**config.mk**
```make
export PLATFORM = sky130hd
export DESIGN_NAME = html_entity_decoder_utf8_top
export DESIGN_NICKNAME = d
export VERILOG_FILES = /design/src/rtl/core/hedu_pkg.sv /design/src/rtl/core/html_entity_decoder_utf8_top.sv /design/src/rtl/core/hedu_ctrl.sv /design/src/rtl/core/hedu_dp.sv
export SDC_FILE = /design/constraint.sdc
export NUM_CORES = 1
export LEC_CHECK = 0
export BUFFER_PORTS_ARGS = -buffer_cell sky130_fd_sc_hd__clkbuf_2
export CORE_MARGIN = 5
export CORE_UTILIZATION = 40
export DETAILED_ROUTE_END_ITERATION = 16
export GPL_ROUTABILITY_DRIVEN = 0
export HOLD_SLACK_MARGIN = 0.05
export SLEW_MARGIN = 0
export SYNTH_ARGS = -nofsm -noshare
export SYNTH_HDL_FRONTEND = slang
export SYNTH_SLANG_ARGS = --single-unit
```
**constraint.sdc**
```tcl
create_clock -name clk_i -period 6.16 [get_ports clk_i]
set_input_delay 0.308 -clock clk_i [delete_from_list [all_inputs] [get_ports clk_i]]
set_output_delay 0.308 -clock clk_i [all_outputs]
set_load 0.01 [all_outputs]
```
**src/rtl/core/hedu_pkg.sv**
```systemverilog
package hedu_pkg;

  localparam int unsigned SpanMax  = 10;
  localparam int unsigned WinDepth = SpanMax + 1;
  localparam int unsigned FillW    = $clog2(WinDepth + 1);
  localparam int unsigned IdxW     = $clog2(WinDepth);

  localparam logic [7:0] ChAmp  = 8'h26;
  localparam logic [7:0] ChSemi = 8'h3b;
  localparam logic [7:0] ChHash = 8'h23;

  typedef enum logic [2:0] {
    ST_IDLE,
    ST_SCAN,
    ST_EMIT,
    ST_DONE
  } state_e;

  // controller -> datapath
  typedef struct packed {
    logic load;
    logic scan;
    logic decide;
    logic pop_emit;
  } cmd_t;

  // datapath -> controller
  typedef struct packed {
    logic empty;
    logic front_amp;
    logic scan_done;
    logic can_decide;
    logic more_out;
  } stat_t;

  function automatic logic [7:0] to_lower(input logic [7:0] c);
    to_lower = (c >= 8'h41 && c <= 8'h5a) ? c + 8'd32 : c;
  endfunction

  // digit value, bit 4 set means not a digit
  function automatic logic [4:0] digit_val(input logic [7:0] c, input logic hex);
    logic [7:0] l;
    l = to_lower(c);
    if (c >= 8'h30 && c <= 8'h39) digit_val = {1'b0, c[3:0]};
    else if (hex && l >= 8'h61 && l <= 8'h66) digit_val = {1'b0, l[3:0] + 4'd9};
    else digit_val = 5'h10;
  endfunction

  // look up a name: chars packed low char first, 6 chars of 8 bits
  function automatic logic [1+16-1:0] name_lookup(input logic [47:0] s, input logic [2:0] len);
    logic [16:0] r;
    r = '0;
    case (len)
      3'd2: begin
        if (s[15:0] == 16'h746c) r = {1'b1, 8'h3c, 8'h00};
        if (s[15:0] == 16'h7467) r = {1'b1, 8'h3e, 8'h00};
      end
      3'd3: if (s[23:0] == 24'h706d61) r = {1'b1, 8'h26, 8'h00};
      3'd4: begin
        if (s[31:0] == 32'h7073626e) r = {1'b1, 8'hc2, 8'ha0};
        if (s[31:0] == 32'h746f7571) r = {1'b1, 8'h22, 8'h00};
        if (s[31:0] == 32'h736f7061) r = {1'b1, 8'h27, 8'h00};
      end
      3'd5: begin
        if (s[39:0] == 40'h637269636f) r = {1'b1, 8'hc3, 8'hb4};
        if (s[39:0] == 40'h6372696365) r = {1'b1, 8'hc3, 8'haa};
        if (s[39:0] == 40'h6372696369) r = {1'b1, 8'hc3, 8'hae};
      end
      3'd6: begin
        if (s == 48'h657475636165) r = {1'b1, 8'hc3, 8'ha9};
        if (s == 48'h657661726765) r = {1'b1, 8'hc3, 8'ha8};
        if (s == 48'h657661726761) r = {1'b1, 8'hc3, 8'ha0};
        if (s == 48'h6c6964656363) r = {1'b1, 8'hc3, 8'ha7};
        if (s == 48'h657661726775) r = {1'b1, 8'hc3, 8'hb9};
        if (s == 48'h657475636161) r = {1'b1, 8'hc3, 8'ha1};
      end
      default: r = '0;
    endcase
    name_lookup = r;
  endfunction

endpackage

```
**src/rtl/core/html_entity_decoder_utf8_top.sv**
```systemverilog
// HTML character reference decoder, byte stream in, UTF-8 byte stream out.
// Input channel: in_byte_i/in_last_i with in_valid_i/in_ready_o. in_last_i
// marks the final byte of a text and flushes all pending bytes.
// Output channel: out_byte_o/out_last_o with out_valid_o/out_ready_i.
// out_last_o flags the last byte produced by one input transfer.
// A window of up to eleven bytes holds text after an '&' until a ';' shows
// up, the span runs out, or the text ends.
// Sequence: an input transfer is taken in the idle state, the window front is
// checked in the scan state, and the first output byte is then offered from
// the emit state. Each window front gets one check and each result byte one emit.
// An '&' front is rescanned one window byte per cycle on every input, then,
// for a numeric reference, runs its digits up to a non-digit, gets a check
// and a decode step, and its bytes go out one per cycle while out_ready_i is high.
// The single sequencer is the limit: the block takes no input while it is
// emitting. A stalled receiver simply holds the sequencer in its emit state.
// Reset empties the window and returns to waiting for input.
module html_entity_decoder_utf8_top (
  input  logic       clk_i,
  input  logic       rst_ni,
  input  logic       in_valid_i,
  output logic       in_ready_o,
  input  logic [7:0] in_byte_i,
  input  logic       in_last_i,
  output logic       out_valid_o,
  input  logic       out_ready_i,
  output logic [7:0] out_byte_o,
  output logic       out_last_o
);

  hedu_pkg::cmd_t  cmd;
  hedu_pkg::stat_t stat;

  hedu_ctrl u_ctrl (
    .clk_i, .rst_ni, .in_valid_i, .out_ready_i,
    .stat_i(stat), .in_ready_o, .out_valid_o, .cmd_o(cmd)
  );

  hedu_dp u_dp (
    .clk_i, .rst_ni, .in_byte_i, .in_last_i,
    .cmd_i(cmd), .stat_o(stat), .out_byte_o, .out_last_o
  );

endmodule

```
**src/rtl/core/hedu_ctrl.sv**
```systemverilog
module hedu_ctrl (
  input  logic             clk_i,
  input  logic             rst_ni,
  input  logic             in_valid_i,
  input  logic             out_ready_i,
  input  hedu_pkg::stat_t  stat_i,
  output logic             in_ready_o,
  output logic             out_valid_o,
  output hedu_pkg::cmd_t   cmd_o
);

  hedu_pkg::state_e state_q, state_d;

  // advance state
  always_ff @(posedge clk_i or negedge rst_ni) begin
    if (!rst_ni) state_q <= hedu_pkg::ST_IDLE;
    else         state_q <= state_d;
  end

  // next state
  always_comb begin
    state_d = state_q;
    case (state_q)
      hedu_pkg::ST_IDLE: if (in_valid_i) state_d = hedu_pkg::ST_SCAN;
      hedu_pkg::ST_SCAN: begin
        if (stat_i.empty) state_d = hedu_pkg::ST_IDLE;
        else if (!stat_i.front_amp) state_d = hedu_pkg::ST_EMIT;
        else if (stat_i.scan_done) begin
          if (stat_i.can_decide) state_d = hedu_pkg::ST_DONE;
          else state_d = hedu_pkg::ST_IDLE;
        end
      end
      hedu_pkg::ST_DONE: state_d = hedu_pkg::ST_EMIT;
      hedu_pkg::ST_EMIT:
        if (out_ready_i && !stat_i.more_out) state_d = hedu_pkg::ST_SCAN;
      default: state_d = hedu_pkg::ST_IDLE;
    endcase
  end

  // drive commands
  always_comb begin
    cmd_o       = '0;
    in_ready_o  = 1'b0;
    out_valid_o = 1'b0;
    case (state_q)
      hedu_pkg::ST_IDLE: begin
        in_ready_o = 1'b1;
        cmd_o.load = in_valid_i;
      end
      hedu_pkg::ST_SCAN: cmd_o.scan = stat_i.front_amp && !stat_i.scan_done;
      hedu_pkg::ST_DONE: cmd_o.decide = 1'b1;
      hedu_pkg::ST_EMIT: begin
        out_valid_o    = 1'b1;
        cmd_o.pop_emit = out_ready_i;
      end
      default: ;
    endcase
  end

  a_one_side: assert property (@(posedge clk_i) disable iff (!rst_ni)
    !(in_ready_o && out_valid_o)) else $error("both channels open");
  a_scan_after_emit: assert property (@(posedge clk_i) disable iff (!rst_ni)
    (state_q == hedu_pkg::ST_EMIT && out_ready_i && !stat_i.more_out)
      |=> state_q == hedu_pkg::ST_SCAN) else $error("emit exit");
  a_decide_to_emit: assert property (@(posedge clk_i) disable iff (!rst_ni)
    cmd_o.decide |=> out_valid_o) else $error("decide not emitted");

endmodule

```
**src/rtl/core/hedu_dp.sv**
```systemverilog
module hedu_dp (
  input  logic            clk_i,
  input  logic            rst_ni,
  input  logic [7:0]      in_byte_i,
  input  logic            in_last_i,
  input  hedu_pkg::cmd_t  cmd_i,
  output hedu_pkg::stat_t stat_o,
  output logic [7:0]      out_byte_o,
  output logic            out_last_o
);

  logic [7:0] win_q [hedu_pkg::WinDepth];
  logic [hedu_pkg::FillW-1:0] fill_q;
  logic final_q;
  // scan pointer, found semicolon position
  logic [hedu_pkg::FillW-1:0] k_q, semi_q;
  logic found_q;
  // numeric accumulator (low 32 bits kept), digit loop over k
  logic [31:0] acc_q;
  logic num_stop_q;
  // result bytes
  logic [7:0] ob_q [4];
  logic [2:0] on_q, oi_q;
  logic [hedu_pkg::FillW-1:0] pop_q;

  logic hex, is_num;
  logic [hedu_pkg::FillW-1:0] dstart;
  logic [4:0] dv;
  logic [47:0] nm;
  logic [16:0] hit;
  logic [hedu_pkg::FillW-1:0] ilen;
  logic [7:0] cur;
  logic lit;
  logic last_pending;
  logic [hedu_pkg::FillW-1:0] rem;
  logic [hedu_pkg::FillW-1:0] pn;

  assign hex    = (win_q[2] == 8'h78) || (win_q[2] == 8'h58);
  assign is_num = win_q[1] == hedu_pkg::ChHash;
  assign dstart = hex ? hedu_pkg::FillW'(3) : hedu_pkg::FillW'(2);
  assign cur    = win_q[k_q[hedu_pkg::IdxW-1:0]];
  assign dv     = hedu_pkg::digit_val(cur, hex);
  assign ilen   = semi_q - hedu_pkg::FillW'(1);

  always_comb begin
    for (int j = 0; j < 6; j++) nm[j*8 +: 8] = hedu_pkg::to_lower(win_q[j+1]);
    hit = (ilen <= hedu_pkg::FillW'(6)) ? hedu_pkg::name_lookup(nm, ilen[2:0]) : '0;
  end

  // status
  always_comb begin
    stat_o.empty      = fill_q == '0;
    stat_o.front_amp  = win_q[0] == hedu_pkg::ChAmp;
    stat_o.scan_done  = found_q ? (num_stop_q || !is_num || k_q >= semi_q)
                                : (k_q >= fill_q);
    stat_o.can_decide = found_q || final_q ||
                        (fill_q - hedu_pkg::FillW'(1) >= hedu_pkg::FillW'(hedu_pkg::SpanMax));
    stat_o.more_out   = (oi_q + 3'd1 < on_q);
  end

  // output byte: literal front or decoded bytes
  assign lit        = (win_q[0] != hedu_pkg::ChAmp) && on_q == 3'd0;
  assign out_byte_o = lit ? win_q[0] : ob_q[oi_q[1:0]];
  assign out_last_o = !stat_o.more_out && last_pending;

  // last result of a step: window after pop cannot produce more
  assign pn  = lit ? hedu_pkg::FillW'(1) : pop_q;
  assign rem = fill_q - pn;
  always_comb begin
    // a pending '&' with no ';' in reach stops the step unless the text ends
    last_pending = 1'b1;
    if (rem != '0) begin
      if (final_q || win_q[pn[hedu_pkg::IdxW-1:0]] != hedu_pkg::ChAmp) last_pending = 1'b0;
      else begin
        for (int j = 1; j < hedu_pkg::WinDepth; j++)
          if (hedu_pkg::FillW'(j) > pn && hedu_pkg::FillW'(j) < fill_q &&
              win_q[j] == hedu_pkg::ChSemi)
            last_pending = 1'b0;
        if (rem - hedu_pkg::FillW'(1) >= hedu_pkg::FillW'(hedu_pkg::SpanMax))
          last_pending = 1'b0;
      end
    end
  end

  logic [31:0] cp;
  assign cp = acc_q;

  always_ff @(posedge clk_i or negedge rst_ni) begin
    if (!rst_ni) begin
      fill_q <= '0;
      final_q <= 1'b0;
      k_q <= '0; semi_q <= '0; found_q <= 1'b0;
      acc_q <= '0; num_stop_q <= 1'b0;
      on_q <= '0; oi_q <= '0; pop_q <= '0;
    end else begin
      if (cmd_i.load) begin
        if (fill_q < hedu_pkg::FillW'(hedu_pkg::WinDepth)) begin
          win_q[fill_q[hedu_pkg::IdxW-1:0]] <= in_byte_i;
          fill_q <= fill_q + hedu_pkg::FillW'(1);
        end
        final_q <= in_last_i;
        k_q <= hedu_pkg::FillW'(1); found_q <= 1'b0; acc_q <= '0; num_stop_q <= 1'b0;
        on_q <= '0; oi_q <= '0;
      end
      // scan: first find ';', then run digits
      if (cmd_i.scan) begin
        if (!found_q) begin
          if (cur == hedu_pkg::ChSemi) begin
            found_q <= 1'b1; semi_q <= k_q; k_q <= dstart;
          end else k_q <= k_q + hedu_pkg::FillW'(1);
        end else if (dv[4]) num_stop_q <= 1'b1;
        else begin
          acc_q <= (hex ? {acc_q[27:0], 4'd0} : (acc_q << 3) + (acc_q << 1)) + 32'(dv[3:0]);
          k_q <= k_q + hedu_pkg::FillW'(1);
        end
      end
      // decide result bytes
      if (cmd_i.decide) begin
        oi_q <= '0;
        if (found_q && semi_q <= hedu_pkg::FillW'(hedu_pkg::SpanMax) && is_num) begin
          pop_q <= semi_q + hedu_pkg::FillW'(1);
          if (cp <= 32'h7f) begin on_q <= 3'd1; ob_q[0] <= cp[7:0]; end
          else if (cp <= 32'h7ff) begin
            on_q <= 3'd2; ob_q[0] <= 8'hc0 | 8'(cp >> 6); ob_q[1] <= 8'h80 | {2'b0, cp[5:0]};
          end else if (cp <= 32'hffff) begin
            on_q <= 3'd3; ob_q[0] <= 8'he0 | 8'(cp >> 12);
            ob_q[1] <= 8'h80 | {2'b0, cp[11:6]}; ob_q[2] <= 8'h80 | {2'b0, cp[5:0]};
          end else begin
            on_q <= 3'd4; ob_q[0] <= 8'hf0 | 8'(cp >> 18);
            ob_q[1] <= 8'h80 | {2'b0, cp[17:12]}; ob_q[2] <= 8'h80 | {2'b0, cp[11:6]};
            ob_q[3] <= 8'h80 | {2'b0, cp[5:0]};
          end
        end else if (found_q && semi_q <= hedu_pkg::FillW'(hedu_pkg::SpanMax) && hit[16]) begin
          pop_q <= semi_q + hedu_pkg::FillW'(1);
          ob_q[0] <= hit[15:8]; ob_q[1] <= hit[7:0];
          on_q <= (hit[7:0] != 8'h00) ? 3'd2 : 3'd1;
        end else begin
          pop_q <= hedu_pkg::FillW'(1); on_q <= 3'd1; ob_q[0] <= hedu_pkg::ChAmp;
        end
      end
      // transfer one byte; pop window after last one
      if (cmd_i.pop_emit) begin
        if (stat_o.more_out) oi_q <= oi_q + 3'd1;
        else begin
          for (int j = 0; j < hedu_pkg::WinDepth; j++)
            if (j + int'(pn) < hedu_pkg::WinDepth) win_q[j] <= win_q[j + int'(pn)];
          fill_q <= (pn >= fill_q) ? '0 : fill_q - pn;
          on_q <= '0; oi_q <= '0; k_q <= hedu_pkg::FillW'(1); found_q <= 1'b0;
          acc_q <= '0; num_stop_q <= 1'b0;
          if (pn >= fill_q) final_q <= 1'b0;
        end
      end
    end
  end

  a_fill_bound: assert property (@(posedge clk_i) disable iff (!rst_ni)
    fill_q <= hedu_pkg::FillW'(hedu_pkg::WinDepth)) else $error("fill overflow");
  a_on_bound: assert property (@(posedge clk_i) disable iff (!rst_ni)
    on_q <= 3'd4) else $error("result count overflow");
  a_oi_bound: assert property (@(posedge clk_i) disable iff (!rst_ni)
    (on_q != 3'd0) |-> (oi_q < on_q)) else $error("byte index past count");

endmodule
```
# == Word-level counts from Yosys, hierarchy flattened ==
# Memories as Yosys holds them, arrays and structs flattened.
# Cells that the tools add are included.
# word_totals
reg_bits,60
latchBits,0
ramBits,120
mem_bits_ro,0
output_inout_bits,11
elab_cells,433
mem_count,2
# op_classes
n_addsub,38
mul,0
n_div,0
n_lt_le_gt_ge,61
eq_ne,43
n_shift,0
n_mux,195
n_bitwise,10
n_reduce_logical,73
# mem_list
memory,depth,width,read_ports,rd_ports_with_merged_regs,wr,line,source
u_dp.win_q,11,8,23,0,11,hedu_dp.sv:12,logic [7:0] win_q [hedu_pkg::WinDepth];
u_dp.ob_q,4,8,1,0,4,hedu_dp.sv:22,logic [7:0] ob_q [4];
# op_table
operator,n
$lt A32 B4 Y1 const B,10
$eq A48 B47 Y1 const B,6
$mux W17,16
$mux W32,7
$mux W8,18
$eq A40 B39 Y1 const B,3
$mux W1,114
$eq A8 B6 Y1 const B,13
$eq A32 B31 Y1 const B,3
$pmux W17 S5,1
$ge A8 B7 Y1 const B,8
$le A8 B7 Y1 const B,8
$mux W4,16
$add A8 B6 Y8 const B,7
$logic_and A1 B1 Y1,55
$mux W3,18
$add A32 B32 Y32,1
$add A32 B4 Y32,1
$eq A16 B15 Y1 const B,2
$le A32 B11 Y1 const B,1
$le A32 B16 Y1 const B,1
$le A32 B7 Y1 const B,1
$eq A24 B23 Y1 const B,1
$add A3 B4 Y5 const A,4
50 further kinds,105

# == Longest topological paths before layout ==
# An unclocked memory read counts as a cell.
# logic_depth
word_depth,21
ltp_mapped,26
depth_no_buf,24

# == Cells and area by module ==
# A second synthesis with hierarchy kept.
# unflattened
cells_unflattened,2610
area_unflattened_um2,22198.8
# by_module_without_submodules
module,instances,cells_each,area_each_um2,seq_area_each_um2
hedu_dp,1,2592,22048.6,6080.8
hedu_ctrl,1,18,150.1,50.0

# == Least setup slack after synthesis ==
# OpenSTA, ideal clock, no wires.
# synth_timing
path_kind,register to register
startpoint,reg u_dp.k_q[1] in the netlist's numbering
endpoint,reg u_dp.acc_q[29]
setup_time_ns,0.134
t_arrival_ns,4.977
required_ns,6.026
slack_ns,1.048
path_stages_with_launch,25
n_path_buf,2
synth_period_minus_slack_ns,5.112
cell_sequence,dfrtp_1 > buf_6 > buf_6 > mux4_2 > mux2_2 > o21ai_0 > inv_1 > ha_1 > nor2_1 > o21ai_0 > nor4_4 > or2b_1 > a21oi_1 > a21oi_1 > fa_1 > inv_1 > a21oi_1 > a21oi_1 > nor3b_2 > nand4b_1 > or3_1 > nor4b_2 > nand3b_1 > xnor2_1 > o21ai_0
# synth_between
elab_chain_len,15
elab_cells_between_ends,29
cone_classes,add/sub: 3; order compare: 8; mux: 10; reduce/logical: 7; memory: 1
# synth_lines
item,line,source
from (decl),hedu_dp.sv:16,"logic [hedu_pkg::FillW-1:0] k_q, semi_q;"
from (signal assigned),hedu_dp.sv:110,end else k_q <= k_q + hedu_pkg::FillW'(1);
from (signal assigned),hedu_dp.sv:114,k_q <= k_q + hedu_pkg::FillW'(1);
$mem_v2 Z11 W8,--,
$ge A8 B7 Y1 or $le A8 B7 Y1 (tied branches),hedu_pkg.sv:37,to_lower = (c >= 8'h41 && c <= 8'h5a) ? c + 8'd32 : c;
$logic_and A1 B1 Y1,hedu_pkg.sv:37,
$mux W8,hedu_pkg.sv:37,
$ge A8 B7 Y1,hedu_pkg.sv:45,"else if (hex && l >= 8'h61 && l <= 8'h66) digit_val = {1'b0, l[3:0] + 4'd9};"
$logic_and A1 B1 Y1 (2 in a row),hedu_pkg.sv:45,
$mux W5,hedu_pkg.sv:45,
$mux W5,hedu_pkg.sv:44,"if (c >= 8'h30 && c <= 8'h39) digit_val = {1'b0, c[3:0]};"
$add A32 B4 Y32,hedu_dp.sv:113,"acc_q <= (hex ? {acc_q[27:0], 4'd0} : (acc_q << 3) + (acc_q << 1)) + 32'(dv[3:0]);"
$mux W32,hedu_dp.sv:111,end else if (dv[4]) num_stop_q <= 1'b1;
$mux W32,hedu_dp.sv:107,if (!found_q) begin
$mux W32 (*),hedu_dp.sv:106,if (cmd_i.scan) begin
$mux W32,hedu_dp.sv:143,if (stat_o.more_out) oi_q <= oi_q + 3'd1;
$mux W32 (*),hedu_dp.sv:142,if (cmd_i.pop_emit) begin
to (signal assigned),hedu_dp.sv:113,
to (decl),hedu_dp.sv:19,logic [31:0] acc_q;
# Every way passes the cells marked *; elsewhere a longest branch is shown, timed or not.
# A chain may end at the register's enable or synchronous reset.

# == Final worst setup path ==
# Same ends and word-level chain as after synthesis.

==> impl_metrics.json <==
{
  "cts_buffers": 27,
  "p_leak_nw": 9.79,
  "mostFrequentLayoutCell": "mux2i_1",
  "synth_area_leader_cell": "edfxtp_1",
  "die_w_um": 238,
  "max_stage_delay_ns": 0.57,
  "clk_latency_ns": 0.59,
  "multi_input_area_um2": 13900,
  "vdd_drop_max_mv": 0.226,
  "viasPerCell": 6.68,
  "ys_seq_elements": 214,
  "hold_path_class": "input port to flip-flop",
  "port_buffers": 23,
  "h-tree-depth": 1,
  "root_buffer": "clkbuf_16",
  "dp_hpwl_mm": 65.1,
  "relSlewSlack_pct": 1.65,
  "grt_use_total_pct": 28.9,
  "drv_cap": 0,
  "tightest_slew_ns": 1.47,
  "tritoncts": "built",
  "p_total_mw": 5.36,
  "synth_area_leaders": "edfxtp_1 22%, mux2i_1 13%, mux4_2 8.2%",
  "max_freq_ghz": 0.168,
  "reg2reg_from": "u_dp.k_q[1]",
  "grt_pass1_wl_mm": 126,
  "die_h_um": 238,
  "ys_warn_count": 0,
  "placed_area_um2": 22400,
  "power.density_nw_per_um2": 229,
  "antenna_found_initial": 3,
  "fillers": 4964,
  "crit_type": "flip-flop to flip-flop",
  "fin_crit_ns": 5.94,
  "reg2regPathDepth": 22,
  "seqCellArea_um2": 6140,
  "arrival_ns": 6.40,
  "pin_count": 24,
  "cp-endpoint": "u_dp.acc_q[29]",
  "antenna_left": 0,
  "clkSlewWorstSetupHoldPaths_ns": 0.07,
  "synth_top_area_share_pct": 22.3,
  "core_um2": 51500,
  "grt_max_degree": 84,
  "hold_viol": 0,
  "gr-total-overflow": 0,
  "num_vias": 20700,
  "rr_endpoint": "u_dp.acc_q[29]",
  "fin_skew_ns": 0.0513,
  "holdWs_ns": 0.0478,
  "die_area_um2": 56800,
  "syn-cell-area_um2": 20900,
  "synth_ff_type": "edfxtp_1",
  "placedCellCount": 3029,
  "min_path_cells": 3,
  "path_cells": "buf_12 > buf_4 > mux4_2 > mux4_2 > ha_1 > nor2_1 > o21ai_0 > nor4_4 > or2b_1 > a21oi_1 > a21oi_1 > fa_1 > inv_1 > a21oi_1 > a21oi_2 > nor3b_4 > nand4b_1 > or3_4 > nor4b_4 > nand3b_1 > xnor2_1 > o21ai_0",
  "synthDistinctLibCells": 98,
  "setup_viol": 0,
  "drv_slew": 0,
  "fin_area_um2": 23400,
  "drc": 0,
  "crit_start": "u_dp.k_q[1]",
  "status": "complete, no violations",
  "grt_pass1_vias": 19100,
  "synth_seq_area_share_pct": 29.4,
  "slowest_stage": "dfrtp_4",
  "stdcell_count": 3092,
  "synth_edf_count": 155,
  "rows": 83,
  "syn_avg_cell_area_um2": 9.06,
  "start_util_pct": 40.5,
  "tns_ns": 0,
  "start_kind": "flip-flop",
  "nets": 2487,
  "synthCells": 2303,
  "cpMostUsedCell": "a21oi_1",
  "drt_iter0_drc": 3497,
  "clockBufferDepth": 3,
  "final_cell_mix": "267 x mux2i_1, 250 x nand2_1, 193 x a21oi_1",
  "crit_path_end_kind": "flip-flop",
  "r2r_slack_ns": 0.22,
  "drt_wl_total_mm": 85.8,
  "area_delta_synth_final_pct": 12.3,
  "post-route-period-util_pct": 96.5,
  "cp_max_fo": 10,
  "cts.sink_count": 214,
  "cp.required_ns": 6.62,
  "wire_per_inst_um": 27.7,
  "async_flop_share_pct": 27.6,
  "dr.pass1.iters": 7,
  "layout-drive-gt1-share_pct": 15.1
}
-- where the power goes --
group	total [mW]	switching (mW)	internal (mW)
clock	1.64	0.706	0.932
sequential	1.95	0.208	1.74
combinational	1.77	1.17	0.601
-- how the worst min path moves through the flow --
stage	startpoint	slack (ns)	to
global route	in_byte_i[4]	0.08	u_dp.win_q[3][4]
CTS	in_byte_i[4]	0.05	u_dp.win_q[3][4]
floorplan	rst_ni	0.01	u_ctrl.state_q[0]
global placement	u_dp.acc_q[31]	0.49	u_dp.acc_q[31]
detailed placement	u_dp.acc_q[31]	0.50	u_dp.acc_q[31]
finish	in_byte_i[4]	0.05	u_dp.win_q[3][4]
-- through the flow --
stage,setup slack [ns],util (%)
after floorplan,1.05,-
after detailed placement,-0.0300,43.5
after global routing,-0.0232,45.5
after CTS,0.0211,45.2
final,0.215,45.5
after global placement,0.103,43.5
-- flip-flops by register name, summed over array words and instances, names as in the netlist --
register and flops:
u_dp.semi_q 4, u_ctrl.state_q 2, u_dp.ob_q 27, u_dp.pop_q 4, u_dp.found_q 1, u_dp.acc_q 32, u_dp.num_stop_q 1, u_dp.fill_q 4
u_dp.oi_q 3, u_dp.on_q 3, u_dp.k_q 4, u_dp.win_q 128, u_dp.final_q 1
-- critical path: cells and delay by family, from the launching register on --
| kind | cells | cell delay [ns] |
|---|---|---|
| compound gates | 6 | 0.87 |
| xor+xnor | 1 | 0.13 |
| fa+ha+maj | 2 | 0.79 |
| buf+inv | 3 | 0.41 |
| flops | 1 | 0.57 |
| mux | 2 | 0.89 |
| simple gates | 8 | 2.16 |
-- cell families after synthesis --
kind of cell    synth area share (%)
compound gates                  16.6
simple gates                    18.7
fa+ha+maj                       5.33
other cells                   0.0180
mux                             22.5
buf+inv                         4.68
xor+xnor                        2.76
flops                           29.4
-- timing repair --
item                                   CTS  global route
pin swaps                                0             3
setup endpoints to repair                4             9
gates resized for setup                  2             7
hold buffers                             2             0
endpoints found under the hold margin   60             0
gates cloned                             0             0
setup buffers                            0             7
-- cell type report --
| type | count | area share [%] |
|---|---|---|
| Antenna cell | 4 | 0.0427 |
| Clock buffer | 31 | 2.95 |
| Clock inverter | 19 | 0.801 |
| Inverter | 75 | 1.21 |
| Multi-Input combinational cell | 1897 | 59.6 |
| Sequential cell | 214 | 26.2 |
| Tap cell | 680 | 3.63 |
| Timing Repair Buffer | 172 | 5.61 |
-- synth_stat cells, types with 9 or more instances --
cell type	count
ha_1	84
nand2_1	251
or3_1	11
buf_4	9
a21oi_1	194
mux2i_1	268
o211ai_1	18
nand2b_1	20
edfxtp_1	155
a211oi_1	23
nand3_1	78
nor3b_1	11
a21o_1	19
inv_1	70
buf_1	18
nand4_1	19
xor2_1	25
o311ai_0	9
o21a_1	15
o31ai_1	12
buf_2	38
and2_1	25
nor2_1	187
nor4_1	26
mux2_2	19
nor3_1	52
a31oi_1	35
clkbuf_1	74
xnor2_1	37
mux4_2	76
o21ai_0	129
a221oi_1	21
and3_1	21
nand4b_1	11
dfrtp_1	59
nor2b_1	16
-- layer usage --
| layer | share of wire, % | track usage, % |
|---|---|---|
| met1 | 38 | 39.6 |
| met2 | 40 | 40.5 |
| met3 | 16 | 11.7 |
| met4 | 5.5 | 11.9 |
| met5 | 0.085 | 0.842 |
No activity file was read; power rests on OpenSTA's default activity.
